## src/rtl/core/cwm_pkg.sv

```systemverilog
// Shared types and constants of the cross-window morphology filter.
// Used by cwm_front, cwm_queue, cwm_back and cross_window_morphology.
`timescale 1ns / 1ps
`default_nettype none

package cwm_pkg;

    // Default frame limits
    localparam int DEF_MAX_WIDTH  = 1024;
    localparam int DEF_MAX_HEIGHT = 1024;

    // Field widths
    localparam int PIX_W      = 8;
    localparam int POS_W      = 10;
    localparam int CFG_SIZE_W = 11;
    localparam int CFG_IDX_W  = 3;
    localparam int CFG_DATA_W = 11;
    localparam int SIZE_IDX_W = 13;

    // Register reset values
    localparam logic [PIX_W-1:0]      RST_TARGET = 8'd35;
    localparam logic [PIX_W-1:0]      RST_BG     = 8'd46;
    localparam logic [CFG_SIZE_W-1:0] RST_WIDTH  = 11'd1024;
    localparam logic [CFG_SIZE_W-1:0] RST_HEIGHT = 11'd1024;

    // Result queue between classification and output
    localparam int Q_DEPTH = 4;
    localparam int CNT_W   = $clog2(Q_DEPTH + 1);

    // Configuration register indexes
    typedef enum logic [CFG_IDX_W-1:0] {
        REG_MODE   = 3'd0,
        REG_TARGET = 3'd1,
        REG_BG     = 3'd2,
        REG_WIDTH  = 3'd3,
        REG_HEIGHT = 3'd4
    } cfg_reg_t;

    // One queued word: the results caused by one input pixel
    typedef struct packed {
        logic [POS_W-1:0] row;
        logic [POS_W-1:0] col;
        logic [PIX_W-1:0] prev_pixel;
        logic [PIX_W-1:0] own_pixel;
        logic             has_prev;
        logic             has_own;
        logic             frame_end;
    } cwm_entry_t;

    // Last valid index for a programmed size: zero reads as one, large values saturate
    function automatic logic [SIZE_IDX_W-1:0] last_index(
        input logic [CFG_SIZE_W-1:0] v,
        input logic [SIZE_IDX_W-1:0] maxv
    );
        logic [SIZE_IDX_W-1:0] ext;
        ext = SIZE_IDX_W'(v);
        if (ext == '0)
            return '0;
        else if (ext > maxv)
            return maxv - SIZE_IDX_W'(1);
        else
            return ext - SIZE_IDX_W'(1);
    endfunction

endpackage

`default_nettype wire

```

## src/rtl/core/cwm_queue.sv

```systemverilog
// Short result queue between the front (classification) and back (output) parts.
// Depends on cwm_pkg for the entry type and depth.
`timescale 1ns / 1ps
`default_nettype none

module cwm_queue
    import cwm_pkg::*;
(
    input  wire logic             clk,
    input  wire logic             rst_n,
    input  wire logic             push,
    input  wire cwm_entry_t       push_entry,
    input  wire logic             pop,
    output      cwm_entry_t       head,
    output      logic             empty,
    output      logic [CNT_W-1:0] count
);

    localparam int PtrW = (Q_DEPTH > 1) ? $clog2(Q_DEPTH) : 1;

    cwm_entry_t             slots_reg [Q_DEPTH];
    logic [PtrW-1:0]        wr_ptr_reg;
    logic [PtrW-1:0]        rd_ptr_reg;
    logic [CNT_W-1:0]       count_reg;
    logic [CNT_W-1:0]       count_next;

    function automatic logic [PtrW-1:0] ptr_inc(input logic [PtrW-1:0] p);
        return (p == PtrW'(Q_DEPTH - 1)) ? '0 : p + PtrW'(1);
    endfunction

    // Track occupancy
    always_comb
    begin
        count_next = count_reg;
        if (push && !pop)
            count_next = count_reg + CNT_W'(1);
        else if (pop && !push)
            count_next = count_reg - CNT_W'(1);
    end

    // Advance pointers
    always_ff @(posedge clk or negedge rst_n)
    begin
        if (!rst_n)
        begin
            wr_ptr_reg <= '0;
            rd_ptr_reg <= '0;
            count_reg  <= '0;
        end
        else
        begin
            if (push)
                wr_ptr_reg <= ptr_inc(wr_ptr_reg);
            if (pop)
                rd_ptr_reg <= ptr_inc(rd_ptr_reg);
            count_reg <= count_next;
        end
    end

    // Hold queued words
    always_ff @(posedge clk)
    begin
        if (push)
            slots_reg[wr_ptr_reg] <= push_entry;
    end

    assign head  = slots_reg[rd_ptr_reg];
    assign empty = (count_reg == '0);
    assign count = count_reg;

    a_no_overflow: assert property (@(posedge clk) disable iff (!rst_n)
        (push && !pop) |-> (count_reg < CNT_W'(Q_DEPTH)))
        else $error("result queue overflow");

endmodule

`default_nettype wire

```

## config.mk

```make
export PLATFORM = sky130hd
export DESIGN_NAME = cwm_queue
export DESIGN_NICKNAME = d
export VERILOG_FILES = /design/src/rtl/core/cwm_pkg.sv /design/src/rtl/core/cwm_queue.sv
export SDC_FILE = /design/constraint.sdc
export NUM_CORES = 1
export LEC_CHECK = 0
export BUFFER_PORTS_ARGS = -buffer_cell sky130_fd_sc_hd__buf_2
export CORE_ASPECT_RATIO = 1.5
export CORE_MARGIN = 1
export CORE_UTILIZATION = 55
export DETAILED_ROUTE_END_ITERATION = 10
export PLACE_DENSITY = 0.77
export SLEW_MARGIN = 30
export SYNTH_ARGS = -nofsm -noshare
export SYNTH_HDL_FRONTEND = slang
export SYNTH_SLANG_ARGS = --single-unit
```

## constraint.sdc

```tcl
create_clock -name clk -period 4.5 [get_ports clk]
set_input_delay 0.225 -clock clk [delete_from_list [all_inputs] [get_ports clk]]
set_output_delay 0.225 -clock clk [all_outputs]
set_load 0.01 [all_outputs]
```

; ---- Yosys cells after proc, flatten, opt, wreduce, memory -nomap -nowiden
; Memories as Yosys holds them, arrays and structs flattened.
; Index checks and enable logic that the tools add are counted.
[word_totals]
regBits = 7
ram_bits = 156
memories = 1
[classes]
addsub = 4
n_eq_ne = 2
mux = 6
reduce_logical = 6
[memory_table]
columns = name, words, word_bits, read_ports, rd_clocked_by_memory_dff, write_ports, line_no
row1 = slots_reg, 4, 39, 1, 0, 1, cwm_queue.sv:21  ; cwm_entry_t slots_reg [Q_DEPTH];
[ops]
columns = op, n
row1 = 3-bit 2-to-1 mux, 2
row2 = 2-bit by 1-bit adder with 2-bit output (second input constant), 2
row3 = 2-bit equality test (second input constant), 2
row4 = 2-bit 2-to-1 mux, 2
row5 = 3-bit by 1-bit adder with 3-bit output (second input constant), 1
row6 = 3-bit zero test, 1
row7 = 3-bit by 1-bit subtractor with 3-bit output (second input constant), 1
row8 = 1-bit logical AND, 2
row9 = 1-bit zero test, 2
row10 = 1-bit 2-to-1 mux, 2
row11 = 2-bit nonzero test, 1

; ---- Depth between registers and ports, before layout
[logic_depth]
word_depth = 4
depth_mapped = 7

; ---- Least setup slack after synthesis
; No wires, ideal clock.
[synth_path]
kind = register -> register
startpoint = reg wr_ptr_reg[0]
endpoint = mem slots_reg[0][0] (netlist bit), enable pin
setup_time_ps = 400
arrival_ps = 1569
required_time_ps = 4100
setup_slack_ps = 2531
stages_incl_launch_ff = 4
synth_period_minus_slack_ps = 1969
path_cell_list = dfrtp_1 inv_1 ha_1 and2_1
[synth_lines]
columns = item, line_no
row1 = start: declaration, cwm_queue.sv:22  ; logic [PtrW-1:0] wr_ptr_reg;
row2 = start signal: assignment, cwm_queue.sv:53  ; wr_ptr_reg <= ptr_inc(wr_ptr_reg);
row3 = end: declaration, cwm_queue.sv:21
; No word-level cell before the write port.

==> results by group <==
Outcome
  – Status: finished, final reports clean

Yosys
  – Avg Cell Area, Syn: 25.34 um^2
  – Sequential area share after synthesis: 79.90%
  – Synthesized instance count: 240
  – Mapped Area: 6082 um^2
  – Synth cell types: 18
  – Mapped Nets: 290
  – Yosys warns: 0
  – Post-synthesis register bit count: 163

Clocking
  – H-Tree Depth: 4
  – CTS Buf Count: 17
  – Bufs on Longest Clock Path: 2
  – CTS Root Cell: clkbuf_16
  – Number of clock sinks: 163
  – CTS clock-pin slew for the worst setup and hold paths: 0.06 ns
  – CTS tree: built
  – Clk_lat worst skew: 0.42 ns

Global route
  – Total GRT Usage: 18.54%
  – Pin count of the biggest net entering global routing: 42
  – Antenna violations before repair: 0
  – Global-route wire length before repair: 14,710 um
  – Vias in the first global route: 2,757
  – GR Overflow Total: 0

Setup path
  – CP arrival: 2.31 ns
  – Critical path buffers and inverters: 2
  – Slowest CP cell: dfrtp_4
  – Crit start category: flop
  – Worst R2R Setup Slack: 2.90 ns
  – Critical-path maximum fanout: 28
  – Worst path required time: 4.28 ns
  – Setup crit end kind: output port
  – Crit-path max cell delay: 0.76 ns
  – Critical path's top delay family: flip-flops
  – Critical Setup Path Class: reg2out
  – Cell Chain, Critical Path: buf_4 > mux4_2 > buf_2

Floorplanning
  – Die Span Y: 130.8 um
  – Core region area: 10,650 um^2
  – Cell Rows: 46
  – Top Ports: 86
  – Initial Util: 57.12%
  – Die area: 11,490 um^2
  – Die W: 87.86 um

Placed design
  – Dpl hpwl: 5696 um
  – Post-place setup slack: 2.085 ns
  – Placer Congestion: 0.7215
  – Placed insts: 461
  – I/O Buffers: 85

Drt
  – Residual DRC count: 0
  – Detailed Route Iter0 Violations: 160
  – Vias/cell: 5.401
  – WL per Instance: 19.95 um
  – WL final: 9857 um
  – Drt pass-1 iters: 4
  – Top sig layer: met4
  – Post-route met1 wirelength: 3987 um
  – Routed vias: 2,668
  – Metal3 WL: 410 um
  – Met2 Wirelength: 5289 um
  – Routed Antenna Nets: 0

STA
  – Hold Violations, Final: 0
  – Unrepaired setup endpoints after global routing: no
  – Max-slew headroom: 59.06%
  – Worst-margin pin slew: 0.6141 ns
  – Fin Clk Skew: 0.008075 ns
  – Final worst setup slack: 1.961 ns
  – Final Cycle Share: 56.43%
  – Final setup viols: 0
  – Sum Neg Setup Slack: 0 ns
  – Fin. max-slew vios: 0
  – Minimum clock period: 2.539 ns
  – Max Fclk: 393.8 MHz

Final layout
  – Commonest cells after routing, fill and taps aside: edfxtp_1, buf_2, mux4_2, clkbuf_16, ha_1
  – Most common cell after layout, fill and taps aside: edfxtp_1
  – Antenna diodes: 0
  – Fraction of layout cells with a size suffix above 1: 46.57%
  – Nets@finish: 387
  – Core Util, Final: 67.57%
  – Fin cells: 494
  – Max reg flops: 156
  – Number of fill cells: 701
  – Area grow syn2layout: 18.29%

Power and ir drop
  – LEAKAGE: 2.500 nW
  – Pwr Density: 646.6 nW/um^2
  – Worst vdd ir: 0.3724 mV

Min path
  – Hold Crit Class: in2reg

Flow run
  – Number of max-cap violations: 0
## path summary, 6_finish.rpt
check	from	endpoint	depth (start not counted)
worst max-delay path	rd_ptr_reg[0]	head[20]	3
worst min-delay path	push_entry[22]	slots_reg[1][22]	1
worst max register to register	wr_ptr_reg[0]	slots_reg[2][1]	3
worst min register to register	count[2]	count[2]	1
max in group asynchronous	rst_n	rd_ptr_reg[0]	2
min in group asynchronous	rst_n	rd_ptr_reg[1]	2
## routing by layer
layer | global-route usage, % | vias up
met5 | 0 | -
met4 | 8.968 | 0
met3 | 5.088 | 13
met2 | 30.73 | 72
met1 | 22.54 | 1378
li1 | - | 1205
## power by group
| group | internal [W] | leakage [nW] | total [W] | switching (W) |
|---|---|---|---|---|
| combinational | 0.000579 | 0.719 | 0.00109 | 0.000510 |
| clock | 0.000819 | 0.268 | 0.00139 | 0.000573 |
| sequential | 0.00196 | 1.51 | 0.00217 | 0.000214 |
| total | 0.00335 | 2.50 | 0.00465 | 0.00130 |
## logic make-up after synthesis
group / count (synthesis) / share of synthesized area (%)
flops: 163 / 79.90
buf+inv: 13 / 2.078
mux: 42 / 15.06
compound gates: 2 / 0.1646
xor+xnor: 3 / 0.4321
fa+ha+maj: 7 / 1.563
simple gates: 10 / 0.8022
## final cells by class
type / count / area [um^2] / area share, %
clock inverters: 15 / 157.7 / 2.191
multi-input cells: 64 / 1106 / 15.37
repair buffers: 87 / 442.9 / 6.157
inverters: 4 / 15.01 / 0.2087
flip-flops and latches: 163 / 4867 / 67.65
well taps: 144 / 180.2 / 2.504
clock buffers: 17 / 425.4 / 5.913
## repair_timing
item | in CTS | in global routing
hold endpoints to repair | 7 | 0
buffers inserted | 0 | 0
hold buffers | 1 | 0
resized for setup | 0 | 0
## metrics by stage
step | cell area [um^2] | hold slack (ns) | power (W)
2_1_floorplan | 6082 | -0.07059 | 0.002970
6_report | 7194 | 0.01231 | 0.004652
4_1_cts | 7189 | 0.004755 | 0.004714
5_1_grt | 7194 | 0.003527 | 0.004860
3_5_place_dp | 6596 | 0.07378 | 0.003326
3_3_place_gp | 6591 | 0.06455 | 0.003291
## cell usage after synthesis, drive strengths merged
master | instances | area, um^2
and2 | 4 | 25.02
buf | 9 | 111.4
dfrtp | 7 | 175.2
edfxtp | 156 | 4684
fa | 1 | 20.02
ha | 6 | 75.07
inv | 4 | 15.01
mux2 | 3 | 33.78
mux4 | 39 | 882.1
nand2 | 2 | 7.510
nor2 | 3 | 11.26
nor3 | 1 | 5.000
o21ai | 2 | 10.01
xnor2 | 1 | 8.760
xor2 | 2 | 17.52
## worst reg2reg max path, delay by kind of cell (launching register included)
kind / cells / cell delay [ns]
adder cells (fa/ha/maj): 1 / 0.15
buffers and inverters: 1 / 0.12
flip-flops: 1 / 0.41
AND/OR/NAND/NOR: 1 / 0.54
Note: power is estimated with default switching activity, not from simulation.
