`src/rtl/core/cwm_pkg.sv`:
```
// Shared types and constants of the cross-window morphology filter.
// Used by cwm_front, cwm_queue, cwm_back and cross_window_morphology.
`timescale 1ns / 1ps
`default_nettype none

package cwm_pkg;

    // Default frame limits
    localparam int DEF_MAX_WIDTH  = 1024;
    localparam int DEF_MAX_HEIGHT = 1024;

    // Field widths
    localparam int PIX_W      = 8;
    localparam int POS_W      = 10;
    localparam int CFG_SIZE_W = 11;
    localparam int CFG_IDX_W  = 3;
    localparam int CFG_DATA_W = 11;
    localparam int SIZE_IDX_W = 13;

    // Register reset values
    localparam logic [PIX_W-1:0]      RST_TARGET = 8'd35;
    localparam logic [PIX_W-1:0]      RST_BG     = 8'd46;
    localparam logic [CFG_SIZE_W-1:0] RST_WIDTH  = 11'd1024;
    localparam logic [CFG_SIZE_W-1:0] RST_HEIGHT = 11'd1024;

    // Result queue between classification and output
    localparam int Q_DEPTH = 4;
    localparam int CNT_W   = $clog2(Q_DEPTH + 1);

    // Configuration register indexes
    typedef enum logic [CFG_IDX_W-1:0] {
        REG_MODE   = 3'd0,
        REG_TARGET = 3'd1,
        REG_BG     = 3'd2,
        REG_WIDTH  = 3'd3,
        REG_HEIGHT = 3'd4
    } cfg_reg_t;

    // One queued word: the results caused by one input pixel
    typedef struct packed {
        logic [POS_W-1:0] row;
        logic [POS_W-1:0] col;
        logic [PIX_W-1:0] prev_pixel;
        logic [PIX_W-1:0] own_pixel;
        logic             has_prev;
        logic             has_own;
        logic             frame_end;
    } cwm_entry_t;

    // Last valid index for a programmed size: zero reads as one, large values saturate
    function automatic logic [SIZE_IDX_W-1:0] last_index(
        input logic [CFG_SIZE_W-1:0] v,
        input logic [SIZE_IDX_W-1:0] maxv
    );
        logic [SIZE_IDX_W-1:0] ext;
        ext = SIZE_IDX_W'(v);
        if (ext == '0)
            return '0;
        else if (ext > maxv)
            return maxv - SIZE_IDX_W'(1);
        else
            return ext - SIZE_IDX_W'(1);
    endfunction

endpackage

`default_nettype wire

```
`src/rtl/core/cwm_back.sv`:
```
// Back part: drains queued words into an output register, one or two results each.
// Depends on cwm_pkg for the entry type.
`timescale 1ns / 1ps
`default_nettype none

module cwm_back
    import cwm_pkg::*;
(
    input  wire logic             clk,
    input  wire logic             rst_n,
    input  wire cwm_entry_t       head,
    input  wire logic             empty,
    output      logic             pop,
    output      logic             result_valid,
    input  wire logic             result_ready,
    output      logic [POS_W-1:0] out_row,
    output      logic [POS_W-1:0] out_col,
    output      logic [PIX_W-1:0] out_pixel,
    output      logic             run_last,
    output      logic             frame_end
);

    logic             valid_reg;
    logic             phase_reg;
    logic [POS_W-1:0] row_reg;
    logic [POS_W-1:0] col_reg;
    logic [PIX_W-1:0] pixel_reg;
    logic             run_last_reg;
    logic             frame_end_reg;

    logic             load;
    logic             emit_prev;

    // Load the output register whenever it is free or being taken
    assign load      = !empty && (!valid_reg || result_ready);
    assign emit_prev = head.has_prev && !phase_reg;
    assign pop       = load && !(emit_prev && head.has_own);

    always_ff @(posedge clk or negedge rst_n)
    begin
        if (!rst_n)
        begin
            valid_reg <= 1'b0;
            phase_reg <= 1'b0;
        end
        else
        begin
            if (load)
                valid_reg <= 1'b1;
            else if (result_ready)
                valid_reg <= 1'b0;
            if (load)
                phase_reg <= emit_prev && head.has_own;
        end
    end

    // Select the result of the row above first, then the pixel's own
    always_ff @(posedge clk)
    begin
        if (load)
        begin
            col_reg <= head.col;
            if (emit_prev)
            begin
                row_reg       <= head.row - POS_W'(1);
                pixel_reg     <= head.prev_pixel;
                run_last_reg  <= !head.has_own;
                frame_end_reg <= 1'b0;
            end
            else
            begin
                row_reg       <= head.row;
                pixel_reg     <= head.own_pixel;
                run_last_reg  <= 1'b1;
                frame_end_reg <= head.frame_end;
            end
        end
    end

    assign result_valid = valid_reg;
    assign out_row      = row_reg;
    assign out_col      = col_reg;
    assign out_pixel    = pixel_reg;
    assign run_last     = run_last_reg;
    assign frame_end    = frame_end_reg;

    a_phase_pending: assert property (@(posedge clk) disable iff (!rst_n)
        phase_reg |-> !empty)
        else $error("second result pending with empty queue");

    a_frame_end_last: assert property (@(posedge clk) disable iff (!rst_n)
        (valid_reg && frame_end_reg) |-> run_last_reg)
        else $error("frame end on a result that is not last of its pixel");

endmodule

`default_nettype wire

```
`config.mk`:
```
export PLATFORM = sky130hd
export DESIGN_NAME = cwm_back
export DESIGN_NICKNAME = d
export VERILOG_FILES = /design/src/rtl/core/cwm_pkg.sv /design/src/rtl/core/cwm_back.sv
export SDC_FILE = /design/constraint.sdc
export NUM_CORES = 1
export LEC_CHECK = 0
export ABC_CLOCK_PERIOD_IN_PS = 7200
export BUFFER_PORTS_ARGS = -buffer_cell sky130_fd_sc_hd__buf_4
export CORE_UTILIZATION = 40
export DETAILED_ROUTE_END_ITERATION = 8
export GPL_ROUTABILITY_DRIVEN = 0
export PLACE_DENSITY = 0.73
export SYNTH_ARGS = -nofsm -noshare
export SYNTH_HDL_FRONTEND = slang
export SYNTH_SLANG_ARGS = --single-unit
export TNS_END_PERCENT = 100
```
`constraint.sdc`:
```
create_clock -name clk -period 7.2 [get_ports clk]
set_input_delay 1.08 -clock clk [delete_from_list [all_inputs] [get_ports clk]]
set_output_delay 1.08 -clock clk [all_outputs]
set_load 0.01 [all_outputs]
```
## Word-level counts from Yosys, hierarchy flattened

Cells that the tools add are included.

- Order comparisons: 0
- Shift operators: 0
- Add/sub/neg operators: 1
- Equality and inequality tests: 0
- Muxes and demuxes: 4
- Multipliers: 0
- Bitwise gates (word level): 0
- Reductions and logical operators: 11
- Div/mod/pow operators: 0

Operator list:

| kind | count |
|---|---|
| 2-to-1 mux 10 bit | 1 |
| subtractor 10 x 1 -> 10 bit, second input constant | 1 |
| 2-to-1 mux 8 bit | 1 |
| zero test 1 bit | 5 |
| logical AND 1 bit | 4 |
| 2-to-1 mux 1 bit | 2 |
| nonzero test 2 bit | 1 |
| logical OR 1 bit | 1 |

- Bits in writable memories: 0
- Bits in read-only memories: 0
- Memories: 0
- Output and inout port bits: 32
- Latch bits: 0
- Bits in registers: 32

## Longest topological paths before layout

- Depth after elaboration: 5
- Gate-level depth with buffers: 5

## Worst setup path before layout

Ideal clock, no wire load.

- Path kind: in2out
- From: in result_ready
- To: out pop
- Arrival time: 3,019 ps
- Stages: 3
- Slack: 3,101 ps
- Buffers on the path: 0
- Cell sequence: inv_1 > a21oi_1 > and2_1

- Word-level cells in the longest chain between the ends: 3

Ends and longest elaborated chain:

| item | line | source |
|---|---|---|
| start, declared | cwm_back.sv:15 | `input wire logic result_ready,` |
| logical OR 1 bit | cwm_back.sv:35 | `assign load = !empty && (!valid_reg \|\| result_ready);` |
| logical AND 1 bit | cwm_back.sv:35 |  |
| named net load | cwm_back.sv:31 | `logic load;` |
| logical AND 1 bit | cwm_back.sv:37 | `assign pop = load && !(emit_prev && head.has_own);` |
| end, declared | cwm_back.sv:13 | `output logic pop,` |

The timed path passes the listed nets, and every way through them passes these cells.

## Worst setup path in the final report

Same ends and word-level chain as after synthesis.

==> qor.csv <==
stage;metric;value;unit
clock_tree;cts_sinks;32;
power;power_frac_seq;0.583;
detailed_routing;drt_wl_total;2660;µm
logic_synthesis;synth_seq_cells;32;
power;netSwitchingPower;0.0880;mW
power;p_int;0.295;mW
place;port_buffers;74;
global_routing;overflow;0;
timing;whs;0.523;ns
clock_tree;cts-root-buf;clkbuf_4;
min_path;min_path_type;primary input to asynchronous set/reset pin;
detailed_routing;drtAntennaViolNets;0;
clock_tree;clk_latency;0.32;ns
logic_synthesis;synth_cells;79;
final_layout;final_cell_mix;buf_4, edfxtp_1, xnor2_1;
die;die_h;59.9;µm
final_layout;finish.utilization;0.641;
outcome;status;finished, final reports clean;
detailed_routing;vias;939;
final_layout;stdcell_count;204;
global_routing;antenna_found_initial;0;
die;rows;20;
timing;rsz0062_at_grt;no;
timing;timing.final.crit_share;0.473;
timing;tightestPinTransition;0.965;ns
clock_tree;clkTransAtPathRegs;0.09;ns
logic_synthesis;ys_types;23;
clock_tree;cts_tree;yes;
logic_synthesis;avgSynthCellArea;16.9;µm²
clock_tree;numCtsBuffers;5;
place;postPlaceCellArea;1940;µm²
timing;finalWorstSetupSlack;3.79;ns
timing;period_minus_slack;3.41;ns
detailed_routing;drc;0;
clock_tree;cts_resized;0;
clock_tree;cts_buffer_depth;2;
timing;hold_violations;0;
place;dp_cells;196;
setup_path;path_cells;buf_4 > inv_1 > a21oi_4 > and2_1 > buf_4;
timing;finalSetupTns;0;ns
power;combinationalPowerShare;0.180;
clock_tree;cts_setup_buffers;0;
die;pin_count;75;
power;vdd_drop_max;0.0922;mV
global_routing;track_usage;0.154;
timing;max_freq;293;MHz
power;p_per_area;193;nW/µm²
logic_synthesis;yosysWarnings;0;
logic_synthesis;yosysTopAreaCell;edfxtp_1;
power;finalPower;0.383;mW
global_routing;grt_util_met1;0.162;
timing;skew;0.00593;ns
power;switching_share;0.230;
final_layout;layout_commonest_cell;buf_4;
final_layout;areaGrowthSynthToFinish;48.5;%
setup_path;slowest_stage;a21oi_4;
die;die_w;59.9;µm
setup_path;max_stage_delay;0.76;ns
global_routing;grt_max_degree;33;
global_routing;grt_busiest_layer;met2;
logic_synthesis;netlist.area_leader.share;0.673;
clock_tree;h-tree-depth;2;
setup_path;cp_max_fo;32;
final_layout;antenna_cells;0;
global_routing;met3_usage;0.0649;
logic_synthesis;synth_area_leaders;edfxtp_1, xnor2_1, mux2_2;
setup_path;cp-start-kind;primary input;
setup_path;crit_type;primary input to output port;
global_routing;gr-usage-met2;0.262;
die;dieArea;3580;µm²
final_layout;stdcell_area;1990;µm²
global_routing;grt_pass1_wl;3810;µm
logic_synthesis;seq_area_frac_synth;0.710;
detailed_routing;viasPerCell;4.60;
final_layout;drive_gt1_frac;0.594;
setup_path;crit_path_frequent_cell;buf_4;
die;core;3100;µm²
place;dp_hpwl;2050;µm
power;power_frac_clock;0.237;
setup_path;crit_arrival;2.33;ns
final_layout;nNetsFinal;203;
timing;max_slew_margin;0.356;
timing;slew_viol_final;0;
place;place_ws;3.77;ns
detailed_routing;wl_per_cell;13.0;µm
power;p_leak;0.840;nW
setup_path;cp-end-kind;output port;
global_routing;grt_pass1_vias;875;
die;start_util;0.431;
timing;setup_viol;0;
setup_path;required;6.12;ns
flow_run;drv_cap;0;
detailed_routing;drt_iter0_drc;37;
detailed_routing;firstDrtPassIters;4;
logic_synthesis;netlist_area;1340;µm²
clock_tree;cts_hold_buf;0;
logic_synthesis;synth_nets;123;
-- kinds of logic after synthesis --
family                   share of synthesized area
AO/OA/AOI/OAI                               0.0112
XOR/XNOR                                    0.0589
adder cells (fa/ha/maj)                    0.00934
buffers and inverters                       0.0374
flip-flops                                   0.710
multiplexers                                0.0832
AND/OR/NAND/NOR                             0.0897
-- worst max-delay path, delay by kind of cell --
family	cells	cell delay, ns
AO/OA/AOI/OAI	1	0.76
AND/OR/NAND/NOR	1	0.23
buffers and inverters	3	0.25
-- cell usage after synthesis, drive strengths merged --
master	instances
ha	1
nor2b	2
nand3	2
and2b	1
dfrtp	2
o21ai	1
nand3b	1
xnor2	9
and2	1
nor3b	1
buf	2
edfxtp	30
nor3	1
nor4	1
nor2	2
nand2	4
mux2i	1
inv	5
nand4b	2
mux2	8
a21oi	2
-- per-layer routing --
| layer | routed length [µm] | vias up |
|---|---|---|
| met5 | 0 | - |
| met4 | 50 | 0 |
| met3 | 257 | 4 |
| met2 | 1390 | 53 |
| met1 | 958 | 437 |
| li1 | - | 445 |
-- final cells by class --
type                       count  area [µm²]
clock buffer                   5        37.5
clock inverter                 3        13.8
fill                         260        1110
inverter                       5        18.8
multi-input combinational     40         349
sequential                    32         951
tap                           44        55.1
timing repair buffer          75         563
-- power groups by stage --
| stage | logic [mW] | registers (mW) | clock network (mW) |
|---|---|---|---|
| 2_1_floorplan | 0.0261 | 0.233 | 0 |
| 3_3_place_gp | 0.0675 | 0.227 | 0 |
| 3_5_place_dp | 0.0699 | 0.228 | 0 |
| 4_1_cts | 0.0700 | 0.223 | 0.0955 |
| 5_1_grt | 0.0744 | 0.224 | 0.104 |
| 6_report | 0.0690 | 0.223 | 0.0907 |
-- worst paths after layout --
kind | start | end | slack, ns | cells after the start
worst max-delay path | result_ready | pop | 3.79 | 5
worst min-delay path | rst_n | phase_reg$_DFFE_PN0P_ | 0.52 | 1
worst max register to register | result_valid$_DFFE_PN0P_ | out_col[6]$_DFFE_PP_ | 5.61 | 1
worst min register to register | phase_reg$_DFFE_PN0P_ | phase_reg$_DFFE_PN0P_ | 0.57 | 2
max in group asynchronous | rst_n | result_valid$_DFFE_PN0P_ | 6.58 | 1
min in group clk | phase_reg$_DFFE_PN0P_ | phase_reg$_DFFE_PN0P_ | 0.57 | 2
Power figures use the tool's default switching activity.
